### config.mk
export PLATFORM = sky130hd
export DESIGN_NAME = mpvt_ctrl
export DESIGN_NICKNAME = d
export VERILOG_FILES = /design/src/rtl/mpvt_pkg.sv /design/src/rtl/mpvt_ctrl.sv
export SDC_FILE = /design/constraint.sdc
export NUM_CORES = 1
export LEC_CHECK = 0
export BUFFER_PORTS_ARGS = -buffer_cell sky130_fd_sc_hd__buf_2
export CAP_MARGIN = 20
export CELL_PAD_IN_SITES_DETAIL_PLACEMENT = 1
export CELL_PAD_IN_SITES_GLOBAL_PLACEMENT = 1
export CORE_MARGIN = 4
export CORE_UTILIZATION = 35
export CTS_BUF_LIST = sky130_fd_sc_hd__clkbuf_16
export DETAILED_ROUTE_END_ITERATION = 6
export GPL_TIMING_DRIVEN = 1
export PLACE_DENSITY_LB_ADDON = 0.1
export REMOVE_ABC_BUFFERS = 1
export SETUP_SLACK_MARGIN = 0.02
export SKIP_CTS_REPAIR_TIMING = 1
export SYNTH_ARGS = -nofsm -noshare
export SYNTH_HDL_FRONTEND = slang
export SYNTH_SLANG_ARGS = --single-unit
### constraint.sdc
create_clock -name clk -period 2 [get_ports clk]
set_clock_uncertainty 0.05 [all_clocks]
set_input_delay 0.1 -clock clk [delete_from_list [all_inputs] [get_ports clk]]
set_output_delay 0.1 -clock clk [all_outputs]
set_load 0.03 [all_outputs]
### src/rtl/mpvt_pkg.sv
//------------------------------------------------------------------------------
// mpvt_pkg
// Types, register indexes and command codes shared by the view transform.
//------------------------------------------------------------------------------
package mpvt_pkg;

  // configuration register indexes
  localparam logic [2:0] REG_MAP_CENTER    = 3'd0;
  localparam logic [2:0] REG_MODE_SHIFT    = 3'd1;
  localparam logic [2:0] REG_ROT_ROW_X     = 3'd2;
  localparam logic [2:0] REG_ROT_ROW_Y     = 3'd3;
  localparam logic [2:0] REG_ROT_ROW_Z     = 3'd4;
  localparam logic [2:0] REG_DEPTH_PARAMS  = 3'd5;
  localparam logic [2:0] REG_SCREEN_OFFSET = 3'd6;
  localparam logic [2:0] REG_PROJ_SCALES   = 3'd7;

  // clip history visibility codes
  localparam logic [1:0] VIS_NO      = 2'd0;
  localparam logic [1:0] VIS_YES     = 2'd1;
  localparam logic [1:0] VIS_UNKNOWN = 2'd2;

  // datapath operation codes
  localparam logic [3:0] OP_NONE   = 4'd0;
  localparam logic [3:0] OP_LOAD   = 4'd1;  // point minus center, then shift
  localparam logic [3:0] OP_MUL_A  = 4'd2;  // products of the dx terms
  localparam logic [3:0] OP_MUL_B  = 4'd3;  // sum with dy terms, z offset
  localparam logic [3:0] OP_CLIPM  = 4'd4;  // clip numerators
  localparam logic [3:0] OP_CLIPDX = 4'd5;  // start x intersection divide
  localparam logic [3:0] OP_CLIPDY = 4'd6;  // start y intersection divide
  localparam logic [3:0] OP_SELI   = 4'd7;  // select intersection to emit
  localparam logic [3:0] OP_SELP   = 4'd8;  // select the point to emit
  localparam logic [3:0] OP_PMUL   = 4'd9;  // perspective numerators
  localparam logic [3:0] OP_PDX    = 4'd10;
  localparam logic [3:0] OP_PDY    = 4'd11;
  localparam logic [3:0] OP_PDW    = 4'd12;
  localparam logic [3:0] OP_FIN    = 4'd13; // offset and cull distance
  localparam logic [3:0] OP_HIST   = 4'd14; // update clip history

  typedef struct packed {
    logic signed [31:0] coord_x;
    logic signed [31:0] coord_y;
    logic               first_point;
    logic               last_point;
    logic               next_is_start;
    logic [15:0]        min_distance;
    logic [15:0]        line_width;
  } in_item_t;

  typedef struct packed {
    logic signed [31:0] screen_x;
    logic signed [31:0] screen_y;
    logic signed [31:0] drawn_width;
    logic               last_of_run;
  } out_item_t;

  // command from controller to datapath
  typedef struct packed {
    logic [3:0] op;
    logic       hist_int;  // history takes the intersection
    logic       commit;    // record emitted point as last output
  } dp_cmd_t;

  // status from datapath to controller
  typedef struct packed {
    logic div_busy;
    logic changed;   // visibility changed against history
    logic vis;       // current point visible
    logic den_zero;  // clip divisor is zero
    logic ddd;       // 3d mode
    logic culled;    // result falls inside min distance
  } dp_sts_t;

endpackage

### src/rtl/mpvt_ctrl.sv
//------------------------------------------------------------------------------
// mpvt_ctrl
// Sequencer for one point: transform, clip, project, cull and deliver.
//------------------------------------------------------------------------------
module mpvt_ctrl import mpvt_pkg::*; (
  input  logic    clk,
  input  logic    rst_n,
  input  logic    in_valid,
  output logic    in_stall,
  output logic    ld_in,
  input  logic    out_stall,
  output logic    out_valid,
  output logic    out_last,
  output logic    out_load,
  output dp_cmd_t cmd,
  input  dp_sts_t sts
);

  localparam logic [4:0] S_IDLE = 5'd0,  S_LOAD = 5'd1,  S_MA = 5'd2,  S_MB = 5'd3,
                         S_DEC  = 5'd4,  S_CM = 5'd5,    S_CDX = 5'd6, S_WX = 5'd7,
                         S_CDY  = 5'd8,  S_WY = 5'd9,    S_SELI = 5'd10, S_SELP = 5'd11,
                         S_PM   = 5'd12, S_PDX = 5'd13,  S_WPX = 5'd14, S_PDY = 5'd15,
                         S_WPY  = 5'd16, S_PDW = 5'd17,  S_WPW = 5'd18, S_FIN = 5'd19,
                         S_CULL = 5'd20, S_OUT = 5'd21,  S_NEXT = 5'd22, S_HIS = 5'd23;

  logic [4:0] state_r, state_nxt;
  logic       two_r, two_nxt;     // second result (the point) still pending
  logic       pend_r, pend_nxt;   // intersection held until the point is decided
  logic       ovalid_r, ovalid_nxt;
  logic       olast_r, olast_nxt;

  assign in_stall  = (state_r != S_IDLE);
  assign ld_in     = in_valid && (state_r == S_IDLE);
  assign out_valid = ovalid_r;
  assign out_last  = olast_r;

  always_comb begin
    state_nxt  = state_r;
    two_nxt    = two_r;
    pend_nxt   = pend_r;
    ovalid_nxt = ovalid_r;
    olast_nxt  = olast_r;
    cmd        = '{op: OP_NONE, hist_int: 1'b0, commit: 1'b0};
    out_load   = 1'b0;
    if (ovalid_r && !out_stall) begin
      ovalid_nxt = 1'b0;
    end
    case (state_r)
      S_IDLE: if (ld_in) begin
        state_nxt = S_LOAD; two_nxt = 1'b0; pend_nxt = 1'b0;
      end
      S_LOAD: begin cmd.op = OP_LOAD; state_nxt = S_MA; end
      S_MA:   begin cmd.op = OP_MUL_A; state_nxt = S_MB; end
      S_MB:   begin cmd.op = OP_MUL_B; state_nxt = S_DEC; end
      S_DEC: begin
        if (!sts.ddd) begin
          state_nxt = S_SELP;
        end else if (sts.changed) begin
          two_nxt   = sts.vis;
          state_nxt = sts.den_zero ? S_SELI : S_CM;
        end else begin
          cmd.op    = OP_HIST;
          state_nxt = sts.vis ? S_SELP : S_NEXT;
        end
      end
      S_CM:   begin cmd.op = OP_CLIPM; state_nxt = S_CDX; end
      S_CDX:  begin cmd.op = OP_CLIPDX; state_nxt = S_WX; end
      S_WX:   if (!sts.div_busy) state_nxt = S_CDY;
      S_CDY:  begin cmd.op = OP_CLIPDY; state_nxt = S_WY; end
      S_WY:   if (!sts.div_busy) state_nxt = S_SELI;
      S_SELI: begin cmd.op = OP_SELI; state_nxt = S_HIS; end
      // history keeps the point when it is visible, else the intersection
      S_HIS: begin
        cmd.op       = OP_HIST;
        cmd.hist_int = !two_r;
        state_nxt    = S_PM;
      end
      S_SELP: begin cmd.op = OP_SELP; state_nxt = sts.ddd ? S_PM : S_FIN; end
      S_PM:   begin cmd.op = OP_PMUL; state_nxt = S_PDX; end
      S_PDX:  begin cmd.op = OP_PDX; state_nxt = S_WPX; end
      S_WPX:  if (!sts.div_busy) state_nxt = S_PDY;
      S_PDY:  begin cmd.op = OP_PDY; state_nxt = S_WPY; end
      S_WPY:  if (!sts.div_busy) state_nxt = S_PDW;
      S_PDW:  begin cmd.op = OP_PDW; state_nxt = S_WPW; end
      S_WPW:  if (!sts.div_busy) state_nxt = S_FIN;
      S_FIN:  begin cmd.op = OP_FIN; state_nxt = S_CULL; end
      S_CULL: begin
        // a held intersection is released once the point's fate is known
        if (pend_r) begin
          ovalid_nxt = 1'b1;
          olast_nxt  = sts.culled;
          pend_nxt   = 1'b0;
        end
        if (sts.culled) begin
          state_nxt = S_NEXT;
        end else begin
          state_nxt = S_OUT;
        end
      end
      S_OUT: if (!ovalid_r || !out_stall) begin
        // results of one item leave in order
        out_load   = 1'b1;
        cmd.commit = 1'b1;
        if (two_r) begin
          pend_nxt   = 1'b1;
        end else begin
          ovalid_nxt = 1'b1;
          olast_nxt  = 1'b1;
        end
        state_nxt  = S_NEXT;
      end
      S_NEXT: begin
        if (two_r) begin
          // point follows its intersection
          two_nxt   = 1'b0;
          state_nxt = S_SELP;
        end else begin
          state_nxt = S_IDLE;
        end
      end
      default: state_nxt = S_IDLE;
    endcase
  end

  always_ff @(posedge clk) begin
    if (!rst_n) begin
      state_r  <= S_IDLE;
      two_r    <= 1'b0;
      pend_r   <= 1'b0;
      ovalid_r <= 1'b0;
      olast_r  <= 1'b0;
    end else begin
      state_r  <= state_nxt;
      two_r    <= two_nxt;
      pend_r   <= pend_nxt;
      ovalid_r <= ovalid_nxt;
      olast_r  <= olast_nxt;
    end
  end

endmodule

Word level (Yosys, flattened, before mapping)

Cells that the tools add are included.

Logic and storage cells: 92
Output and inout bits: 11
Bits of input ports: 10
Register bits after elaboration: 9

Eq/ne operators: 35
Muxes and demuxes: 37
Reduce and logical (&&, ||, !) cells: 15

Operator list:

| operator                                                        | count |
|---|---|
| 5-bit case mux with 24 select lines                             | 1 |
| 4-bit case mux with 15 select lines                             | 1 |
| 5-bit 2-to-1 mux                                                | 11 |
| 5-bit by 4-bit == test with 1-bit output, second input constant | 8 |
| 5-bit == test, second input constant                            | 8 |
| 2-bit inequality test, second input constant                    | 12 |
| 5-bit by 3-bit == test with 1-bit output, second input constant | 4 |
| 4-bit 2-to-1 mux                                                | 4 |
| 1-bit 2-to-1 mux                                                | 15 |
| 4-bit AND reduction                                             | 3 |
| 5-bit by 2-bit == test with 1-bit output, second input constant | 2 |
| 7-bit AND reduction                                             | 1 |
| 1-bit case mux with 3 select lines                              | 2 |
| 3-bit nonzero test                                              | 2 |
| 5-bit by 1-bit == test with 1-bit output, second input constant | 1 |
| 5-bit zero test                                                 | 1 |
| 5-bit nonzero test                                              | 1 |
| 1-bit case mux with 2 select lines                              | 2 |
| 1-bit zero test                                                 | 3 |
| 1-bit logical AND                                               | 2 |
| 2-bit 2-to-1 mux                                                | 1 |
| 2-bit nonzero test                                              | 1 |
| 1-bit logical OR                                                | 1 |

Longest topological paths before layout

Word-level depth: 6
Depth in mapped cells: 7
Mapped depth without buffers: 5

Least setup slack after synthesis

No wires, ideal clock.

Kind: register -> output
From: reg state_r[1]
To: out cmd[3] (netlist bit)
Arrival time: 2.010 ns
Data required time: 1.850 ns
Path buffers: 2
Cell stages (with the launch flop): 5
Setup slack: -0.160 ns
Cell sequence: dfxtp_1 buf_2 buf_2 mux2i_1 o311ai_0

RTL lines:

| what                     | RTL line         | text |
|---|---|---|
| start: declaration       | mpvt_ctrl.sv:26  | `logic [4:0] state_r, state_nxt;` |
| start signal: assignment | mpvt_ctrl.sv:133 | `state_r <= state_nxt;` |
| end: declaration         | mpvt_ctrl.sv:15  | `output dp_cmd_t cmd,` |

==> metrics.txt <==
first-iteration detailed-routing DRC count 103; Worst Setup End Kind output port; width of the die 62.7 µm; crit path max fanout 11; Final ANT Viol Nets 0; largest net degree at the start of global routing 20; Ports 21; final hold violations 0; Final GP Congestion 0.814; Hold Startpoint sts[0]; fmax 540 MHz; Mapped Avg Cell Area 6.94 µm²; port bufs 20; DR WL/cell 17.6 µm; Die Ht 62.7 µm; pre-CTS setup slack 0.207 ns; dominant synthesized flop cell dfxtp_1; initial antenna violation count 0; fin util 47.2%; Worst Path Class, Setup reg -> out; Max-Cap Viols 0; Seq/Total Area, Yosys 17.2%; Final period util 92.7%; HPWL Detailed 2820 µm; total grt overflow 0; FILL cells 368; Hold Path Class in -> reg; Synth cell types 46; synthesis warning total 0; Nets 187; outcome complete, no violations; power density cells 1390 mW/mm²; global-route wire length before repair 6490 µm; hold endpoint out_last$_SDFFE_PN0P_; post-synthesis cell area 0.00105 mm²; Crit Reg-Reg Startpoint state_r[3]$_SDFFE_PN0P_; total CTS buffers 3; reg-to-reg endpoint state_r[3]$_SDFFE_PN0P_; final worst slack 0.147 ns; Vias/cell 6.18; Layout Area Growth over Synthesis 26.4%; Area after DPL 0.00124 mm²; Seq cells post-synth 9; crit path time final 1.85 ns; design area 0.00132 mm²; share of cells above drive strength 1 26.7%; worst slew pin tran 0.390 ns; max-slew violation count 0; Leakage Power 0.000519 µW; R2R Setup Slk 0.18 ns; CP startpoint kind flip-flop; final wirelength 3640 µm; core area 0.00281 mm²; GR Util All Layers 20.3%; CP Data Required Time 1.85 ns; Post-synth EDFFs 0; clock sink count 9; Cells after Synth 151; setup violators final 0; CTS tree done; DR pass1 iterations 4; root buffer cell clkbuf_16; clock-pin slew on the worst setup and hold paths 0.04 ns; Starting Density 37.3%; H-Tree Depth 1; Worst EP arrival 1.70 ns; worst IR drop on VDD 0.423 mV; residual DRC count 0; full die area 0.00393 mm²; FP Rows 19; clk buf depth 2; hold path depth 3; diodes inserted 0; slew margin rel. 73.8%; number of global-route vias before repair 1259; Synth async-reset ratio 0%; RSZ-0062 raised after global routing false; clk_lat worst skew 0.24 ns; worst reg2reg path depth 5; total number of vias 1279
[cell type report]
class | instances | area, µm² | area share [%]
Multi-Input combinational cell | 121 | 767 | 57.9
Inverter | 7 | 26.3 | 1.98
Timing Repair Buffer | 35 | 231 | 17.5
Tap cell | 31 | 38.8 | 2.93
Sequential cell | 9 | 181 | 13.7
Clock inverter | 1 | 3.75 | 0.284
Clock buffer | 3 | 75.1 | 5.67
[cells in the final DEF (no fill, tap or decap), types with 2 or more instances in the layout]
cell type / instances
nand2b_1: 7
nor2_1: 10
or3_1: 2
o21ai_0: 10
and3_1: 2
o22ai_1: 2
nand2_1: 17
a211oi_1: 6
o211ai_1: 5
o32a_1: 2
dfxtp_1: 8
nor3_1: 4
a31oi_1: 2
a21oi_1: 10
inv_1: 7
or3b_2: 2
nand3_1: 6
o221a_2: 2
buf_2: 19
nand4b_1: 2
xnor2_1: 2
o32ai_1: 3
nand3b_1: 3
buf_4: 14
a21boi_0: 3
clkbuf_16: 3
[through the flow]
stage	total power, µW	hold slack [ns]	cells	setup TNS [ns]
2_1_floorplan	1030	0.178	137	-1.20
3_3_place_gp	1430	0.325	203	0
3_5_place_dp	1450	0.332	203	0
4_1_cts	1820	0.0856	207	0
5_1_grt	1990	0.0971	207	0
6_report	1840	0.0848	207	0
[layer usage]
layer	GRT usage, %	vias up	share of wire [%]
met5	0	-	0
met4	5.51	0	1.6
met3	3.78	6	3.4
met2	30.5	30	47
met1	29.4	623	48
li1	-	620	-
[state kept, by name, summed over array words and instances, names as in the netlist]
name       count
state_r        5
pend_r         1
out_valid      1
out_last       1
two_r          1
[power by group]
part / internal, µW / switching (µW) / leakage, µW
clock network: 262 / 94.4 / 0.0000423
logic: 471 / 737 / 0.000403
registers: 215 / 60.8 / 0.0000737
[worst max-delay path by stage]
stage,startpoint,to,cells past startpoint
global route,state_r[1]$_SDFFE_PN0P_,cmd[2],6
detailed placement,state_r[3]$_SDFFE_PN0P_,state_r[3]$_SDFFE_PN0P_,5
global placement,state_r[3]$_SDFFE_PN0P_,state_r[3]$_SDFFE_PN0P_,5
CTS,state_r[2]$_SDFFE_PN0P_,cmd[3],6
floorplan,state_r[4]$_SDFFE_PN0P_,cmd[0],3
finish,state_r[1]$_SDFFE_PN0P_,cmd[3],6
[cell families after synthesis]
logic type	count (synthesis)	synth area share, %
flops	9	17.2
compound gates	53	35.5
xor+xnor	2	1.67
simple gates	64	34.1
mux	2	2.03
buf+inv	21	9.56
[cells in the mapped netlist (2+ instances only)]
cell type / instances / share of area (%)
nand2_1: 17 / 6.1
buf_2: 11 / 5.3
a21oi_1: 10 / 4.8
nor2_1: 10 / 3.6
o21ai_0: 10 / 4.8
dfxtp_1: 9 / 17
nand2b_1: 7 / 4.2
a211oi_1: 6 / 4.3
inv_1: 6 / 2.2
nand3_1: 6 / 2.9
o211ai_1: 5 / 3.6
nor3_1: 4 / 1.9
a21boi_0: 3 / 2.2
nand3b_1: 3 / 2.2
o32ai_1: 3 / 2.5
a31oi_1: 2 / 1.2
and3_1: 2 / 1.2
buf_4: 2 / 1.4
nand4b_1: 2 / 1.7
o221a_2: 2 / 2.2
o22ai_1: 2 / 1.2
o32a_1: 2 / 1.9
or3_1: 2 / 1.2
or3b_2: 2 / 1.7
xnor2_1: 2 / 1.7
[worst max-delay path, stage by stage, from the launching register on]
cell,delay [ns]
dfxtp_1,0.34
buf_4,0.19
nand2b_1,0.19
nor4_4,0.17
nand3b_1,0.19
o311ai_0,0.14
buf_4,0.23
(Power assumes the default switching activity.)
